--- config.mk ---
export PLATFORM = sky130hd
export DESIGN_NAME = greedy_word_wrap
export DESIGN_NICKNAME = d
export VERILOG_FILES = /design/src/hw/rtl/gww_pkg.sv /design/src/hw/rtl/gww_cfg.sv /design/src/hw/rtl/gww_core.sv /design/src/hw/rtl/gww_row_queue.sv /design/src/hw/rtl/greedy_word_wrap.sv
export VERILOG_INCLUDE_DIRS = /design/src /design/src/hw/rtl
export SDC_FILE = /design/constraint.sdc
export NUM_CORES = 1
export LEC_CHECK = 0
export ABC_AREA = 1
export BUFFER_PORTS_ARGS = -buffer_cell sky130_fd_sc_hd__buf_2
export CAP_MARGIN = 10
export CORE_AREA = 2 2 181 271
export DETAILED_ROUTE_END_ITERATION = 8
export DIE_AREA = 0 0 183 273
export GPL_TIMING_DRIVEN = 0
export PLACE_DENSITY = 0.58
export SLEW_MARGIN = 30
export SYNTH_ARGS = -nofsm -noshare
export SYNTH_HDL_FRONTEND = slang
export SYNTH_SLANG_ARGS = --single-unit
--- constraint.sdc ---
create_clock -name clk -period 20.4 [get_ports clk]
set_input_delay 2.04 -clock clk [delete_from_list [all_inputs] [get_ports clk]]
set_output_delay 2.04 -clock clk [all_outputs]
set_load 0.01 [all_outputs]
--- src/hw/rtl/greedy_word_wrap_assert.svh ---
// Assertion macros shared by the greedy word wrap RTL.
// Each file that checks its own logic includes this header; it needs clk and rst_n in scope.
`ifndef GREEDY_WORD_WRAP_ASSERT_SVH
`define GREEDY_WORD_WRAP_ASSERT_SVH

// A property that must hold at every clock edge outside reset.
`define GWW_CHECK(lbl, prop, msg) \
    lbl: assert property (@(posedge clk) disable iff (!rst_n) (prop)) else $error(msg);

// A condition in one cycle that implies another in the next cycle.
`define GWW_CHECK_NEXT(lbl, ante, cons, msg) \
    lbl: assert property (@(posedge clk) disable iff (!rst_n) (ante) |=> (cons)) \
        else $error(msg);

`endif

--- src/hw/rtl/gww_pkg.sv ---
// Shared types and constants for the greedy word wrap block.
// Used by every RTL module of the block; depends on nothing else.
package gww_pkg;

    localparam int POS_W      = 13;
    localparam int WID_W      = 20;
    localparam int CHAR_W     = 8;
    localparam int CFG_IDX_W  = 1;
    localparam int CFG_DATA_W = WID_W;
    localparam int ROWS_MAX   = 3;
    localparam int QUEUE_DEPTH = 4;
    localparam int MAX_TEXT_DEF = 4096;

    localparam logic [WID_W-1:0] TEXT_WIDTH_RST = WID_W'(640);

    // Character kinds; any other code is handled as a regular character.
    localparam logic [1:0] KIND_REGULAR = 2'd0;
    localparam logic [1:0] KIND_SPACE   = 2'd1;
    localparam logic [1:0] KIND_NEWLINE = 2'd2;

    // Why a row was closed.
    localparam logic [1:0] REASON_NEWLINE  = 2'd0;
    localparam logic [1:0] REASON_SPACE    = 2'd1;
    localparam logic [1:0] REASON_OVERFULL = 2'd2;
    localparam logic [1:0] REASON_FINAL    = 2'd3;

    // Configuration register indexes.
    localparam logic [CFG_IDX_W-1:0] REG_RESTRICT_WIDTH = 1'd0;
    localparam logic [CFG_IDX_W-1:0] REG_TEXT_WIDTH     = 1'd1;

    typedef struct packed {
        logic [1:0]        char_kind;
        logic [CHAR_W-1:0] char_width;
        logic              last_char;
    } char_item_t;

    typedef struct packed {
        logic [POS_W-1:0] row_begin;
        logic [POS_W-1:0] row_end;
        logic [1:0]       row_reason;
        logic             run_end;
    } row_item_t;

    typedef struct packed {
        logic             restrict_width;
        logic [WID_W-1:0] text_width;
    } cfg_t;

    // Rows produced by one character, in order; count says how many are meaningful.
    typedef struct packed {
        logic [1:0]                    count;
        row_item_t [ROWS_MAX-1:0]      rows;
    } row_batch_t;

endpackage

--- src/hw/rtl/gww_cfg.sv ---
// Configuration registers of the greedy word wrap block.
// Depends on gww_pkg for the register indexes and the cfg_t type.
module gww_cfg (
    input  logic                            clk,
    input  logic                            rst_n,
    input  logic                            cfg_write_en,
    input  logic [gww_pkg::CFG_IDX_W-1:0]   cfg_index,
    input  logic [gww_pkg::CFG_DATA_W-1:0]  cfg_data,
    output gww_pkg::cfg_t                   cfg
);

    gww_pkg::cfg_t cfg_reg;
    gww_pkg::cfg_t cfg_next;

    always_comb
    begin
        cfg_next = cfg_reg;
        if (cfg_write_en)
        begin
            case (cfg_index)
                gww_pkg::REG_RESTRICT_WIDTH: cfg_next.restrict_width = cfg_data[0];
                gww_pkg::REG_TEXT_WIDTH:     cfg_next.text_width = cfg_data[gww_pkg::WID_W-1:0];
                default:                     cfg_next = cfg_reg;
            endcase
        end
    end

    always_ff @(posedge clk or negedge rst_n)
    begin
        if (!rst_n)
        begin
            cfg_reg.restrict_width <= 1'b0;
            cfg_reg.text_width     <= gww_pkg::TEXT_WIDTH_RST;
        end
        else
        begin
            cfg_reg <= cfg_next;
        end
    end

    assign cfg = cfg_reg;

endmodule

--- src/hw/rtl/gww_core.sv ---
// Input register, line breaking state and the single-pass break decision.
// Depends on gww_pkg; checks itself with the macros of greedy_word_wrap_assert.svh.
`include "greedy_word_wrap_assert.svh"

module gww_core #(
    parameter int MAX_TEXT = gww_pkg::MAX_TEXT_DEF
) (
    input  logic                       clk,
    input  logic                       rst_n,
    input  logic                       char_valid,
    output logic                       char_stall,
    input  gww_pkg::char_item_t        char_item,
    input  gww_pkg::cfg_t              cfg,
    input  logic [2:0]                 queue_space,
    output logic                       go,
    output gww_pkg::row_batch_t        batch
);

    localparam int PW    = $clog2(MAX_TEXT);
    localparam int PosW  = gww_pkg::POS_W;
    localparam int WidW  = gww_pkg::WID_W;
    localparam logic [PW:0] MaxPos = (PW+1)'(MAX_TEXT);

    logic                  full_reg;
    logic                  full_next;
    gww_pkg::char_item_t   item_reg;

    logic [PW-1:0]         position_reg, position_next;
    logic [PW:0]           row_start_reg, row_start_next;
    logic [PW-1:0]         last_space_pos_reg, last_space_pos_next;
    logic                  space_seen_reg, space_seen_next;
    logic [WidW-1:0]       safe_width_reg, safe_width_next;
    logic [WidW-1:0]       chunk_width_reg, chunk_width_next;
    logic [gww_pkg::CHAR_W-1:0] last_space_width_reg, last_space_width_next;

    logic [PW:0]           pos_inc;
    logic [PW:0]           space_inc;
    logic [WidW-1:0]       chunk_add;
    logic [WidW-1:0]       chunk_cut;
    logic [WidW-1:0]       space_w_ext;
    logic                  over_limit;
    logic [1:0]            cnt;
    gww_pkg::row_batch_t   batch_c;

    function automatic logic [WidW-1:0] sat_add(input logic [WidW-1:0] a,
                                                input logic [WidW-1:0] b);
        logic [WidW:0] s;
        begin
            s = {1'b0, a} + {1'b0, b};
            sat_add = s[WidW] ? {WidW{1'b1}} : s[WidW-1:0];
        end
    endfunction

    function automatic gww_pkg::row_item_t make_row(input logic [PW:0] b,
                                                    input logic [PW:0] e,
                                                    input logic [1:0]  why);
        gww_pkg::row_item_t r;
        begin
            r.row_begin  = PosW'(b);
            r.row_end    = PosW'(e);
            r.row_reason = why;
            r.run_end    = 1'b0;
            make_row     = r;
        end
    endfunction

    always_comb
    begin
        pos_inc     = {1'b0, position_reg} + (PW+1)'(1);
        space_inc   = {1'b0, last_space_pos_reg} + (PW+1)'(1);
        chunk_add   = sat_add(chunk_width_reg, WidW'(item_reg.char_width));
        space_w_ext = WidW'(last_space_width_reg);
        chunk_cut   = (chunk_add >= space_w_ext) ? (chunk_add - space_w_ext) : '0;
        over_limit  = cfg.restrict_width &&
                      (({1'b0, chunk_add} + {1'b0, safe_width_reg}) >
                       {1'b0, cfg.text_width});

        position_next         = position_reg;
        row_start_next        = row_start_reg;
        last_space_pos_next   = last_space_pos_reg;
        space_seen_next       = space_seen_reg;
        safe_width_next       = safe_width_reg;
        chunk_width_next      = chunk_width_reg;
        last_space_width_next = last_space_width_reg;
        batch_c               = '0;
        cnt                   = 2'd0;

        case (item_reg.char_kind)
            gww_pkg::KIND_SPACE:
            begin
                safe_width_next       = sat_add(safe_width_reg, chunk_width_reg);
                last_space_pos_next   = position_reg;
                space_seen_next       = 1'b1;
                last_space_width_next = item_reg.char_width;
                chunk_width_next      = WidW'(item_reg.char_width);
            end
            gww_pkg::KIND_NEWLINE:
            begin
                batch_c.rows[cnt] = make_row(row_start_reg, pos_inc, gww_pkg::REASON_NEWLINE);
                cnt               = cnt + 2'd1;
                row_start_next    = pos_inc;
                space_seen_next   = 1'b0;
                chunk_width_next  = '0;
                safe_width_next   = '0;
            end
            default:
            begin
                chunk_width_next = chunk_add;
                if (over_limit)
                begin
                    safe_width_next = '0;
                    if (space_seen_reg)
                    begin
                        // Cut at the last space; the chunk after it may still be too wide.
                        batch_c.rows[cnt] = make_row(row_start_reg, {1'b0, last_space_pos_reg},
                                                     gww_pkg::REASON_SPACE);
                        cnt             = cnt + 2'd1;
                        space_seen_next = 1'b0;
                        row_start_next  = space_inc;
                        chunk_width_next = chunk_cut;
                        if (chunk_cut > cfg.text_width)
                        begin
                            batch_c.rows[cnt] = make_row(space_inc, pos_inc,
                                                         gww_pkg::REASON_OVERFULL);
                            cnt              = cnt + 2'd1;
                            row_start_next   = pos_inc;
                            chunk_width_next = '0;
                        end
                    end
                    else
                    begin
                        batch_c.rows[cnt] = make_row(row_start_reg, pos_inc,
                                                     gww_pkg::REASON_OVERFULL);
                        cnt              = cnt + 2'd1;
                        row_start_next   = pos_inc;
                        chunk_width_next = '0;
                    end
                end
            end
        endcase

        if (item_reg.last_char)
        begin
            batch_c.rows[cnt]     = make_row(row_start_next, pos_inc, gww_pkg::REASON_FINAL);
            cnt                   = cnt + 2'd1;
            position_next         = '0;
            row_start_next        = '0;
            last_space_pos_next   = '0;
            space_seen_next       = 1'b0;
            safe_width_next       = '0;
            chunk_width_next      = '0;
            last_space_width_next = '0;
        end
        else if (pos_inc < MaxPos)
        begin
            position_next = pos_inc[PW-1:0];
        end

        if (cnt != 2'd0)
        begin
            batch_c.rows[cnt - 2'd1].run_end = 1'b1;
        end
        batch_c.count = cnt;
    end

    // The held character is processed once all of its rows fit in the row queue.
    assign go         = full_reg && ({1'b0, batch_c.count} <= queue_space);
    assign char_stall = full_reg && !go;
    assign batch      = batch_c;

    always_comb
    begin
        full_next = full_reg;
        if (char_valid && !char_stall)
        begin
            full_next = 1'b1;
        end
        else if (go)
        begin
            full_next = 1'b0;
        end
    end

    always_ff @(posedge clk)
    begin
        if (char_valid && !char_stall)
        begin
            item_reg <= char_item;
        end
    end

    always_ff @(posedge clk or negedge rst_n)
    begin
        if (!rst_n)
        begin
            full_reg             <= 1'b0;
            position_reg         <= '0;
            row_start_reg        <= '0;
            last_space_pos_reg   <= '0;
            space_seen_reg       <= 1'b0;
            safe_width_reg       <= '0;
            chunk_width_reg      <= '0;
            last_space_width_reg <= '0;
        end
        else
        begin
            full_reg <= full_next;
            if (go)
            begin
                position_reg         <= position_next;
                row_start_reg        <= row_start_next;
                last_space_pos_reg   <= last_space_pos_next;
                space_seen_reg       <= space_seen_next;
                safe_width_reg       <= safe_width_next;
                chunk_width_reg      <= chunk_width_next;
                last_space_width_reg <= last_space_width_next;
            end
        end
    end

    `GWW_CHECK(row_start_bounded, row_start_reg <= pos_inc, "row start ran ahead of position")
    `GWW_CHECK_NEXT(position_advances, go && !item_reg.last_char, position_reg != '0,
                    "position did not advance after a character")
    `GWW_CHECK_NEXT(text_cleared, go && item_reg.last_char,
                    row_start_reg == '0 && !space_seen_reg && chunk_width_reg == '0,
                    "state not cleared after the last character")

endmodule

--- src/hw/rtl/gww_row_queue.sv ---
// Small shifting queue that holds finished rows until the receiver takes them.
// Depends on gww_pkg; checks itself with the macros of greedy_word_wrap_assert.svh.
`include "greedy_word_wrap_assert.svh"

module gww_row_queue (
    input  logic                   clk,
    input  logic                   rst_n,
    input  logic                   push,
    input  gww_pkg::row_batch_t    batch,
    output logic [2:0]             space,
    output logic                   row_valid,
    input  logic                   row_stall,
    output gww_pkg::row_item_t     row_item
);

    localparam int Depth = gww_pkg::QUEUE_DEPTH;
    localparam int CntW  = 3;

    gww_pkg::row_item_t [Depth-1:0] q_reg;
    gww_pkg::row_item_t [Depth-1:0] q_next;
    gww_pkg::row_item_t [Depth-1:0] q_cur;
    logic [CntW-1:0]                count_reg;
    logic [CntW-1:0]                count_next;
    logic [CntW-1:0]                base;
    logic [CntW-1:0]                off;
    logic                           pop;

    always_comb
    begin
        pop   = (count_reg != '0) && !row_stall;
        base  = count_reg - CntW'(pop);
        q_cur = pop ? (q_reg >> $bits(gww_pkg::row_item_t)) : q_reg;
        q_next = q_cur;
        off    = '0;
        for (int k = 0; k < Depth; k++)
        begin
            off = CntW'(k) - base;
            if (push && (CntW'(k) >= base) && (off < CntW'(batch.count)))
            begin
                q_next[k] = batch.rows[off[1:0]];
            end
        end
        count_next = push ? (base + CntW'(batch.count)) : base;
        space      = CntW'(Depth) - base;
    end

    always_ff @(posedge clk)
    begin
        q_reg <= q_next;
    end

    always_ff @(posedge clk or negedge rst_n)
    begin
        if (!rst_n)
        begin
            count_reg <= '0;
        end
        else
        begin
            count_reg <= count_next;
        end
    end

    assign row_valid = (count_reg != '0);
    assign row_item  = q_reg[0];

    `GWW_CHECK(count_in_range, count_reg <= CntW'(Depth), "row queue count out of range")
    `GWW_CHECK(no_overflow, !push || (CntW'(batch.count) <= space),
               "rows pushed without room in the queue")

endmodule

--- src/hw/rtl/greedy_word_wrap.sv ---
// Greedy word wrap row breaker: turns a character stream into row spans.
// Top level; instantiates gww_cfg, gww_core and gww_row_queue, types from gww_pkg.
//
// Characters enter on the char channel (char_valid, char_stall, char_item) and row
// spans leave on the row channel (row_valid, row_stall, row_item). An item moves
// when valid is high and stall is low at a rising edge of clk.
// An accepted character is held in an input register; once the queue has room for its
// rows, the break decision is made in one pass and zero to three rows are pushed into a
// four-entry row queue, whose head drives row_item. The rows of a character are thus
// registered in the queue before the first of them is offered on row_item.
// One character is accepted every cycle while the queue has room for its rows. The
// row side drains one row per cycle while row_stall is low, so the sustained rate
// is one character per cycle, less when characters close rows faster than the
// receiver takes them. When the receiver stalls, the queue fills and char_stall rises
// for any character whose rows do not fit; characters that close no row still pass.
// rst_n clears the queue, the input register and the line state, sets restrict_width
// to 0 and text_width to 640. Configuration is written through cfg_write_en,
// cfg_index and cfg_data, and should only change while no item is in flight.
module greedy_word_wrap #(
    parameter int MAX_TEXT = gww_pkg::MAX_TEXT_DEF
) (
    input  logic                            clk,
    input  logic                            rst_n,
    input  logic                            char_valid,
    output logic                            char_stall,
    input  gww_pkg::char_item_t             char_item,
    output logic                            row_valid,
    input  logic                            row_stall,
    output gww_pkg::row_item_t              row_item,
    input  logic                            cfg_write_en,
    input  logic [gww_pkg::CFG_IDX_W-1:0]   cfg_index,
    input  logic [gww_pkg::CFG_DATA_W-1:0]  cfg_data
);

    gww_pkg::cfg_t        cfg;
    gww_pkg::row_batch_t  batch;
    logic                 go;
    logic [2:0]           queue_space;

    gww_cfg u_cfg (
        .clk          (clk),
        .rst_n        (rst_n),
        .cfg_write_en (cfg_write_en),
        .cfg_index    (cfg_index),
        .cfg_data     (cfg_data),
        .cfg          (cfg)
    );

    gww_core #(
        .MAX_TEXT (MAX_TEXT)
    ) u_core (
        .clk         (clk),
        .rst_n       (rst_n),
        .char_valid  (char_valid),
        .char_stall  (char_stall),
        .char_item   (char_item),
        .cfg         (cfg),
        .queue_space (queue_space),
        .go          (go),
        .batch       (batch)
    );

    gww_row_queue u_row_queue (
        .clk       (clk),
        .rst_n     (rst_n),
        .push      (go),
        .batch     (batch),
        .space     (queue_space),
        .row_valid (row_valid),
        .row_stall (row_stall),
        .row_item  (row_item)
    );

endmodule

; ---- Word-level counts from Yosys, hierarchy flattened
; Cells that the tools add are included.
[totals]
memories = 0
latchBits = 0
wordCells = 163
rom_bits = 0
reg_bits = 238
output_inout_bits = 31
inputBits = 37
ramBits = 0
[op_classes]
n_eq_ne = 2
bitwise_logic = 1
div_mod_pow = 0
n_reduce_logical = 34
order_cmp = 21
mul = 0
shift = 0
n_addsub = 15
mux = 60
[op_table]
columns = cell, count
row1 = 29-bit two-way mux, 12
row2 = 29-bit binary-select mux with 2-bit select, 4
row3 = 20-bit two-way mux, 9
row4 = 87-bit bitwise mux, 2
row5 = 87-bit two-way mux, 2
row6 = 29-bit demux with 2-bit select, 2
row7 = 116-bit two-way mux, 1
row8 = 20-bit case mux with 2 select lines, 2
row9 = 58-bit two-way mux, 1
row10 = 29-bit case mux with 2 select lines, 1
row11 = 13-bit two-way mux, 4
row12 = 12-bit two-way mux, 4
row13 = 20-bit by 20-bit adder with 21-bit output, 2
row14 = "12-bit by 1-bit adder with 13-bit output, second input constant", 2
row15 = 13-bit case mux with 2 select lines, 1
row16 = 20-bit by 8-bit adder with 21-bit output, 1
row17 = 21-bit by 20-bit greater-than comparator with 1-bit output, 1
row18 = 20-bit by 8-bit greater-or-equal comparator with 1-bit output, 1
row19 = 20-bit greater-than comparator, 1
row20 = 20-bit by 8-bit subtractor with 20-bit output, 1
row21 = "2-bit by 3-bit less-than comparator with 1-bit output, second input constant", 6
row22 = 16-bit two-way mux, 1
row23 = 8-bit two-way mux, 2
row24 = 2-bit nonzero test, 8
row25 = 27 further kinds, 62

; ---- Logic depth before layout (Yosys ltp)
; Gate-level depths: netlist of the first run.
[depth]
depth_word = 21
depth_mapped = 57
mapped_depth_nobuf = 54

; ---- Cells and area by module
; From an unflattened synthesis of the first run, not the netlist that was laid out.
[hier_totals]
hier_cells = 2823
area_unflattened_um2 = 19434.9
[by_module_without_submodules]
columns = module, cells_each, area_per_inst_um2, seq_area_each_um2, instances
row1 = gww_core, 1716, 10980.5, 2507.4, 1
row2 = gww_row_queue, 1014, 7604.8, 3558.4, 1
row3 = gww_cfg, 93, 849.6, 528.0, 1

; ---- Least setup slack after synthesis of the first run
; Ideal clock, no wire load.
[synth_timing]
path_type = register to output
startpoint = register u_core.chunk_width_reg[0]
endpoint = output char_stall
path_stages_with_launch = 46
path_buffers = 3
required_time_ns = 18.360
setup_slack_ns = 12.001
arrival_ns = 6.359
cell_sequence = dfrtp_1 > ha_1 > fa_1 > nand3_1 > nand2_1 > nand2_1 > nand2_2 > nand2_2 > nor2_4 > nand2_4 > buf_2 > nand2_1 > ha_1 > a21oi_1 > o21ai_2 > a21o_1 > nand2_1 > nand2_1 > (+10 left out) > nand2_1 > nor2_1 > nand2_1 > nor2_1 > nand2_1 > nand3_1 > nand2_1 > buf_2 > nor2_1 > nand4_4 > ha_1 > nand2_1 > nand2_1 > ha_1 > inv_1 > nor2_1 > o211ai_1 > nor2_1
[synth_between]
elab_chain_len = 15
word_cells_on_any_way = 19
classes_between = add/sub (4) / order compare (4) / mux (7) / reduce/logical (4)
[synth_rtl]
columns = element, line_no
row1 = start: declaration, gww_core.sv:33  ; logic [WidW-1:0] chunk_width_reg, chunk_width_next;
row2 = start signal: assignment, gww_core.sv:215  ; chunk_width_reg <= chunk_width_next;
row3 = 20-bit by 8-bit adder with 21-bit output (*), gww_core.sv:49  ; s = {1'b0, a} + {1'b0, b};
row4 = 20-bit two-way mux (*), gww_core.sv:50  ; sat_add = s[WidW] ? {WidW{1'b1}} : s[WidW-1:0];
row5 = 20-bit by 8-bit subtractor with 20-bit output or 20-bit by 8-bit greater-or-equal comparator with 1-bit output (tied branches), gww_core.sv:73  ; chunk_cut = (chunk_add >= space_w_ext) ? (chunk_add - space_w_ext) : '0;
row6 = 20-bit two-way mux, gww_core.sv:73
row7 = 20-bit greater-than comparator, gww_core.sv:121  ; if (chunk_cut > cfg.text_width)
row8 = 2-bit two-way mux, gww_core.sv:121
row9 = 2-bit two-way mux, gww_core.sv:112  ; if (space_seen_reg)
row10 = 2-bit two-way mux (*), gww_core.sv:109  ; if (over_limit)
row11 = 2-bit case mux with 2 select lines (*), gww_core.sv:88  ; case (item_reg.char_kind)
row12 = 2-bit by 1-bit adder with 2-bit output, gww_core.sv:145  ; cnt = cnt + 2'd1;
row13 = 2-bit two-way mux (*), gww_core.sv:142  ; if (item_reg.last_char)
row14 = 2-bit by 3-bit less-or-equal comparator with 1-bit output (*), gww_core.sv:167  ; assign go = full_reg && ({1'b0, batch_c.count} <= queue_space);
row15 = 1-bit logical AND (*), gww_core.sv:167
row16 = 1-bit logical NOT (*), gww_core.sv:168  ; assign char_stall = full_reg && !go;
row17 = 1-bit logical AND (*), gww_core.sv:168
row18 = end: declaration, greedy_word_wrap.sv:25  ; output logic char_stall,
; Mark *: on every way between the ends. The rest lies on a longest branch, timed or not.

; ---- Final worst setup path of the first run
[layout_timing]
startpoint = register u_core.item_reg[1] in the netlist's numbering
endpoint = register u_row_queue.q_reg[92] in the netlist's numbering (enable)
[layout_between]
elab_chain_len = 16
word_cells_on_any_way = 21
classes_between = add/sub (4) / order compare (5) / mux (7) / reduce/logical (5)
[layout_rtl]
columns = element, line_no
row1 = start: declaration, gww_core.sv:26  ; gww_pkg::char_item_t item_reg;
row2 = start signal: assignment, gww_core.sv:188  ; item_reg <= char_item;
row3 = 20-bit by 8-bit adder with 21-bit output (*), gww_core.sv:49
row4 = 20-bit two-way mux (*), gww_core.sv:50
row5 = 20-bit by 8-bit subtractor with 20-bit output or 20-bit by 8-bit greater-or-equal comparator with 1-bit output (tied branches), gww_core.sv:73
row6 = 20-bit two-way mux, gww_core.sv:73
row7 = 20-bit greater-than comparator, gww_core.sv:121
row8 = 2-bit two-way mux, gww_core.sv:121
row9 = 2-bit two-way mux, gww_core.sv:112
row10 = 2-bit two-way mux (*), gww_core.sv:109
row11 = 2-bit case mux with 2 select lines (*), gww_core.sv:88
row12 = 2-bit by 1-bit adder with 2-bit output, gww_core.sv:145
row13 = 2-bit two-way mux (*), gww_core.sv:142
row14 = 2-bit by 3-bit less-or-equal comparator with 1-bit output, gww_core.sv:167
row15 = 1-bit logical AND, gww_core.sv:167
row16 = 1-bit logical AND, gww_row_queue.sv:38  ; if (push && (CntW'(k) >= base) && (off < CntW'(batch.count)))
row17 = 1-bit logical AND (*), gww_row_queue.sv:38
row18 = 2-bit nonzero test (no source line) (*), n/a
row19 = end signal: assignment, gww_row_queue.sv:49  ; q_reg <= q_next;
row20 = end: declaration, gww_row_queue.sv:19  ; gww_pkg::row_item_t [Depth-1:0] q_reg;
; Marks and branches as above.
; A chain may end at the register's enable or synchronous reset.

==> results of run 1 <==
## power by group through the flow
stage / logic (uW) / registers [uW] / clock network [uW]
4_1_cts: 2730 / 840 / 524
2_1_floorplan: 1830 / 838 / 0
6_report: 2760 / 839 / 513
5_1_grt: 3030 / 857 / 538
3_3_place_gp: 2670 / 847 / 0
3_5_place_dp: 2720 / 848 / 0
## cell families (layout without fill, tap and decap cells)
group           count (synthesis)  in the layout
buf+inv                       379            496
fa+ha+maj                     125            125
compound gates                457            457
xor+xnor                       49             49
simple gates                 1379           1379
flops                         238            238
## worst max-delay path, delay by kind of cell, from the launching register on
family,cells,cell delay (ns)
and+or+nand+nor,27,4.22
adders and majority gates,6,2.10
buffers and inverters,11,1.98
AOI/OAI and AO/OA,7,1.58
DFF,1,0.49
## layout by cell type, fill, tap and decap left out, types with 9 or more instances in the layout
master,n
nand2_1,825
nand3_1,245
inv_1,238
a21oi_1,222
nor2_1,154
edfxtp_1,127
ha_1,120
dfrtp_1,109
o21ai_0,97
clkbuf_1,80
buf_2,78
o22ai_1,36
nand2_2,35
xor2_1,32
o211ai_1,32
nand4_1,29
clkbuf_16,27
inv_2,24
o21ai_1,19
xnor2_1,15
or2_2,15
buf_1,13
nor3_1,10
nor2_2,9
nor2_8,9
## stage by stage
step / instance area [um2] / setup WS (ns) / std cells / total power (uW)
5_1_grt: 20900 / 8.70 / 3344 / 4430
6_report: 20900 / 9.53 / 3344 / 4110
3_5_place_dp: 20000 / 9.70 / 3296 / 3560
3_3_place_gp: 19900 / 9.00 / 3294 / 3510
4_1_cts: 20900 / 9.58 / 3344 / 4090
2_1_floorplan: 18800 / 12.00 / 2627 / 2670
## path summary, 6_finish.rpt
path / start / cells after the start / to / slack (ns)
max in group asynchronous: rst_n / 2 / u_cfg.cfg[9] / 18.29
worst min-delay path: u_core.chunk_width_reg[19] / 2 / u_core.chunk_width_reg[19] / 0.52
min in group asynchronous: rst_n / 1 / u_core.chunk_width_reg[18] / 1.35
worst max register to register: u_core.item_reg[1] / 51 / u_row_queue.q_reg[92] / 9.53
worst min register to register: u_core.chunk_width_reg[19] / 2 / u_core.chunk_width_reg[19] / 0.52
worst max-delay path: u_core.item_reg[1] / 51 / u_row_queue.q_reg[92] / 9.53
## area by class of cell
| class | count | area share [%] |
|---|---|---|
| well taps | 600 | 3.59 |
| clock inverters | 19 | 1.05 |
| plain buffers | 111 | 2.32 |
| inverters | 268 | 4.83 |
| repair buffers | 69 | 1.82 |
| multi-input cells | 2010 | 51.6 |
| clock buffers | 29 | 3.27 |
| flip-flops and latches | 238 | 31.6 |
## metal layers
layer  share of wire [%]  global-route usage [%]  vias to the layer above  wire length [um]
li1                    -                       -                     8958                 -
met1                  34                    26.2                     8549             23200
met2                  52                    51.2                      647             35600
met3                 4.3                    3.22                      249              3000
met4                  11                    24.6                        0              7290
met5                   0                       0                        -                 0
==> summary.txt, run 1 <==
Timing
  • Period utilization: 53.3%
  • Final Setup Violations: 0
  • RSZ-0062 raised after global routing: false
  • Period minus WS final: 10.87 ns
  • Slew Limit Fails: 0
  • Slew @ Worst Pin: 0.870 ns
  • Clock skew: 0.0182 ns
  • Normalized max-slew margin: 42.0%
  • WHS: between 0.5 and 0.6 ns
  • Final hold violation count: 0
  • Fmax: 92.0 MHz
  • Setup TNS: 0 ns

Power
  • Leakage power: between 0.01 and 0.015 uW
  • Sw Share: 55.4%
  • P_int: 1830 uW
  • P_sw: 2280 uW
  • Logic pwr share: about two thirds
  • Sequential Power Share: 20.4%
  • Peak supply drop: approximately 0.13 mV
  • Clock share of power: 12.5%
  • Pwr per Cell Area: about 200 nW/um2

Min path
  • Hold Crit Class: flip-flop to flip-flop

Clock network
  • Clock Tree Buf Depth: 3
  • CTS HTree Levels: 1
  • CTS tree: yes
  • Hold Buf Count CTS: 0
  • Worst-Skew Late Latency: 0.57 ns
  • Number of post-CTS setup repair buffers: 0
  • CTS resizes: 0
  • CTS clock-pin slew for the worst setup and hold paths: 0.06 ns
  • Root Buffer: clkbuf_16
  • TritonCTS buffer count: 27
  • Clock Sink Count: 238

GRT
  • Initial antenna violation count: 0
  • Largest net degree at the start of global routing: 79
  • Vias in the first global route: 18100
  • First-pass GRT wire length: 104000 um
  • GRT Residual Overflow: 0
  • Overall routing resource usage: between 20% and 30%

Route
  • Via count: 18400
  • Antenna Violating Nets Remaining: 0
  • Post-DR wirelength/cell: 20.7 um
  • Detailed Route Iter0 Violations: 1347
  • Drt pass-1 iters: 6
  • DRC Markers: 0
  • DRT Wirelength: 69100 um
  • DR vias/cell: ~5.5

Yosys
  • Mux contribution to synthesized area: 0%
  • Post-Synthesis Cell Area: between 15000 and 20000 um2
  • Synth area leader: edfxtp_1
  • Yosys cell types: 64
  • Synth Area in Adders: 8.50%
  • Largest family of logic cells by synthesized area: simple AND/OR/NAND/NOR gates
  • Top cells by count, synth: 829 x nand2_1, 245 x nand3_1, 238 x inv_1
  • Most numerous cell in the Yosys netlist: nand2_1
  • Synth Instances: around 2600
  • Syn_nets: 2789
  • Synth Warn #: 0
  • Synth async-reset ratio: 46.6%
  • Top cells by area, synth: edfxtp_1 20%, nand2_1 17%, dfrtp_1 14%, ha_1 8.0%, nand3_1 6.5%
  • Simple-gate share of the synthesized area: 32.5%
  • Sequential share of the synthesized area: 35.0%
  • Syn_area_per_cell: 7.17 um2
  • Most used DFF post-synth: edfxtp_1
  • Yosys reg bits: 238
  • XOR/XNOR Fraction of Synth Area: between 2 and 2.5%
  • Post-synthesis compound-gate area fraction: 13.7%
  • Share of the synthesized area in the top cell type: 20.2%
  • EDFF count, synth: 127

Cells and area
  • Filler cells: 5044
  • Max reg flops: 87
  • Util after Layout: 43.9%
  • Sequential cell area: 6590 um2
  • Share of layout cells above drive strength 1: 9.48%
  • Synthesis-to-finish area growth: 10.9%
  • Nets: about 2900
  • N_diodes: 0
  • Multi-input logic area: 10800 um2

Worst setup path
  • Required @ worst endpoint: just over 20 ns
  • Max FO, Critical Path: 29
  • Worst setup EP type: flip-flop
  • Critical path arrival: 10.99 ns
  • Worst path max stage delay: roughly 0.65 ns
  • Crit start category: flip-flop
  • Most frequent cell on the critical path: nand2_1
  • Critical path class: flip-flop to flip-flop
  • Slowest cell on the critical path: nand2_2

Status
  • Outcome: complete, no violations

Placed design
  • GP Congestion: 0.970
  • Post-DP HPWL: 56400 um
  • Port Buffers: 67

Die
  • Initial core utilization: 39.6%
  • Height of the die: 273 um
  • Die width: between 150 and 200 um
  • Core Area: approximately 48000 um2
  • Ports: between 60 and 70
  • Site row count: between 90 and 100
  • Area of the die: 50000 um2

Run
  • Maxcap violations: 0
(Power assumes the default switching activity.)
==> run 2: changes to the inputs <==
--- a/config.mk
+++ b/config.mk
@@ -6,12 +6,12 @@
 export SDC_FILE = /design/constraint.sdc
 export NUM_CORES = 1
 export LEC_CHECK = 0
-export ABC_AREA = 1
+export ABC_AREA = 0
 export BUFFER_PORTS_ARGS = -buffer_cell sky130_fd_sc_hd__buf_2
 export CAP_MARGIN = 10
-export CORE_AREA = 2 2 181 271
+export CORE_AREA = 2 2 174 261
 export DETAILED_ROUTE_END_ITERATION = 8
-export DIE_AREA = 0 0 183 273
+export DIE_AREA = 0 0 176 263
 export GPL_TIMING_DRIVEN = 0
 export PLACE_DENSITY = 0.58
 export SLEW_MARGIN = 30
==> constraint.sdc (replaced) <==
create_clock -name clk -period 10.82 [get_ports clk]
set_input_delay 1.082 -clock clk [delete_from_list [all_inputs] [get_ports clk]]
set_output_delay 1.082 -clock clk [all_outputs]
set_load 0.01 [all_outputs]
==> summary.txt, run 2 <==
Worst setup path
  • Reg-to-reg startpoint: u_core.item_reg[1]
  • Slowest cell on the critical path: edfxtp_1
  • Max FO, Critical Path: 11
  • Critical path arrival: 10.58 ns
  • WP depth: 42
  • Worst path max stage delay: 0.47 ns
  • CP top delay family: compound AO/OA/AOI/OAI gates
  • Reg2reg setup slack: between 0.6 and 0.7 ns
  • Reg2reg end: u_row_queue.q_reg[97]
  • Crit start category: flip-flop
  • Critical path class: flip-flop to flip-flop
  • Required @ worst endpoint: between 10 and 15 ns
  • Most frequent cell on the critical path: ha_1
  • R2R depth: 42
  • Worst setup EP type: flip-flop
  • Buf/Inv on CP: 6

Route
  • Via count: 16300
  • Antenna Violating Nets Remaining: 0
  • Drt pass-1 iters: 6
  • DRC Markers: 0
  • Detailed Route Iter0 Violations: 1481
  • DR vias/cell: ~6.2
  • DRT Wirelength: 72700 um
  • Post-DR wirelength/cell: about 28 um

GRT
  • GRT Residual Overflow: 0
  • Largest net degree at the start of global routing: 68
  • Initial antenna violation count: 0
  • Overall routing resource usage: between 30% and 40%
  • First-pass GRT wire length: 105000 um
  • Vias in the first global route: around 16000

Die
  • Area of the die: about 46000 um2
  • Height of the die: 263 um
  • Site row count: 94
  • Ports: a little under 70
  • Initial core utilization: 39.8%
  • Die width: 176 um
  • Core Area: roughly 44000 um2

Status
  • Outcome: complete, no violations

Yosys
  • Synth Warn #: 0
  • Most used DFF post-synth: edfxtp_1
  • Yosys reg bits: 238
  • Synth async-reset ratio: 46.6%
  • Share of the synthesized area in the top cell type: between 20 and 25%
  • Top cells by area, synth: edfxtp_1 22%, dfrtp_1 16%, ha_1 8.6%, o21ai_0 4.5%, nand2_1 3.9%
  • Yosys cell types: 96
  • Syn_area_per_cell: approximately 9.1 um2
  • Top cells by count, synth: 180 x nand2_1, 168 x nor2_1, 157 x o21ai_0
  • Syn_nets: 2085
  • Post-Synthesis Cell Area: 17500 um2
  • Synth area leader: edfxtp_1
  • EDFF count, synth: roughly 130
  • Sequential share of the synthesized area: 37.8%
  • Most numerous cell in the Yosys netlist: nand2_1
  • Synth Instances: 1923

Clock network
  • CTS clock-pin slew for the worst setup and hold paths: 0.06 ns
  • Worst-Skew Late Latency: 0.57 ns
  • TritonCTS buffer count: 26
  • Root Buffer: clkbuf_16
  • Clock Sink Count: 238
  • CTS tree: yes
  • Hold Buf Count CTS: 0
  • CTS HTree Levels: 1
  • Clock Tree Buf Depth: 3

Power
  • Overall power: between 6000 and 7000 uW
  • Peak supply drop: 0.191 mV
  • Pwr per Cell Area: around 340 nW/um2
  • Leakage power: approximately 0.0081 uW

Cells and area
  • Sequential cell area: 6590 um2
  • Nets: 2197
  • Most common cell after layout, fill and taps aside: nand2_1
  • Filler cells: around 4300
  • Multi-input logic area: 10300 um2
  • Most frequent cells in the layout: 175 x nand2_1, 162 x nor2_1, 156 x o21ai_0, 127 x edfxtp_1, 124 x a21oi_1
  • Share of layout cells above drive strength 1: 13.0%
  • Max reg flops: a little under 90
  • N_diodes: 0
  • Synthesis-to-finish area growth: 13.7%
  • Layout Cells excl Fill: 2630

Timing
  • Normalized max-slew margin: 28.7%
  • Slew @ Worst Pin: approximately 1.1 ns
  • Final hold violation count: 0
  • Clock skew: ~0.010 ns
  • WHS: around 0.40 ns
  • Period utilization: 94.0%
  • Final Setup Violations: 0
  • Period minus WS final: between 10 and 15 ns
  • Slew Limit Fails: 0
  • Fmax: around 98 MHz

Placed design
  • Port Buffers: 67
  • Post-Place Cells: between 2000 and 3000
  • GP Congestion: 1.00
  • Post-DP HPWL: 57500 um

Run
  • Maxcap violations: 0

Min path
  • Hold Crit Class: input pin to async pin
[run 2: cell types whose count changed in the layout (fill, tap and decap cells not counted), moves of 23 or more]
cell | before | now
nand2_1 | 825 | 175
a21oi_1 | 222 | 124
nand2_2 | 35 | 3
o21ai_0 | 97 | 156
xnor2_1 | 15 | 63
mux2i_1 | 0 | 25
mux2_2 | 0 | 27
a21o_1 | 8 | 31
nand3_1 | 245 | 44
a22oi_1 | 0 | 27
inv_1 | 238 | 81
nor3_1 | 10 | 44
[run 2: how the worst max path moves through the flow]
stage                               to          startpoint  slack, ns
2_1_floorplan  u_row_queue.row_item[0]  u_core.item_reg[1]       0.98
3_3_place_gp     u_row_queue.q_reg[65]  u_core.item_reg[1]      -2.69
3_5_place_dp   u_row_queue.row_item[5]  u_core.item_reg[1]      -2.33
4_1_cts          u_row_queue.q_reg[69]  u_core.item_reg[1]      0.003
5_1_grt                     char_stall  u_core.item_reg[1]      -0.06
6_report         u_row_queue.q_reg[97]  u_core.item_reg[1]       0.65
[run 2: per-layer routing]
| metal | vias to the layer above | track usage (%) | wire length, um |
|---|---|---|---|
| li1 | 7442 | - | - |
| met1 | 7863 | 30.2 | 23800 |
| met2 | 724 | 56.2 | 37500 |
| met3 | 279 | 3.99 | 3760 |
| met4 | 0 | 26.9 | 7610 |
| met5 | - | 0 | 0 |
[run 2: worst register-to-register path: cells and delay by family, from the launching register on]
kind | cells | cell delay [ns]
adders and majority gates | 6 | 1.97
and+or+nand+nor | 15 | 2.95
buffers and inverters | 6 | 1.12
xor gates and xnor gates | 1 | 0.27
AOI/OAI and AO/OA | 14 | 3.22
DFF | 1 | 0.47
[run 2: cell families (layout without fill, tap and decap cells)]
kind of cell	Yosys count	after routing	share of synthesized area, %
compound gates	670	670	26.2
xor+xnor	90	90	4.52
fa+ha+maj	125	125	9.18
buf+inv	196	327	4.46
flops	238	238	37.8
mux	53	53	3.24
simple gates	551	551	14.6
[run 2: where the power goes]
part | leakage (uW) | internal, uW | switching (uW) | total (uW)
combinational | 0.00490 | 1350 | 2920 | 4280
sequential | 0.00274 | 1360 | 141 | 1500
clock | 0.000422 | 546 | 404 | 949
[run 2: stage by stage]
stage | worst slack (ns) | util [%] | cell area, um2 | setup TNS (ns)
global route | -0.0569 | 45.2 | 19800 | -0.127
floorplan | 0.977 | - | 17500 | 0
CTS | 0.00318 | 44.9 | 19700 | 0
finish | 0.650 | 45.2 | 19800 | 0
detailed placement | -2.33 | 42.6 | 18700 | -472.87
global placement | -2.69 | 42.2 | 18500 | -500.70
[run 2: cell type report]
cell class	count	share of cell area, %
Multi-Input combinational cell	1489	51.9
Sequential cell	238	33.2
Clock buffer	37	3.70
Tap cell	576	3.63
Timing Repair Buffer	86	2.80
Buffer	107	2.40
Inverter	87	1.67
Clock inverter	10	0.725
[run 2: what timing repair did]
action | in CTS | in global routing
pin swaps | 2 | 7
resized for setup | 43 | 13
endpoints found under the setup margin | 333 | 320
setup buffers | 2 | 12
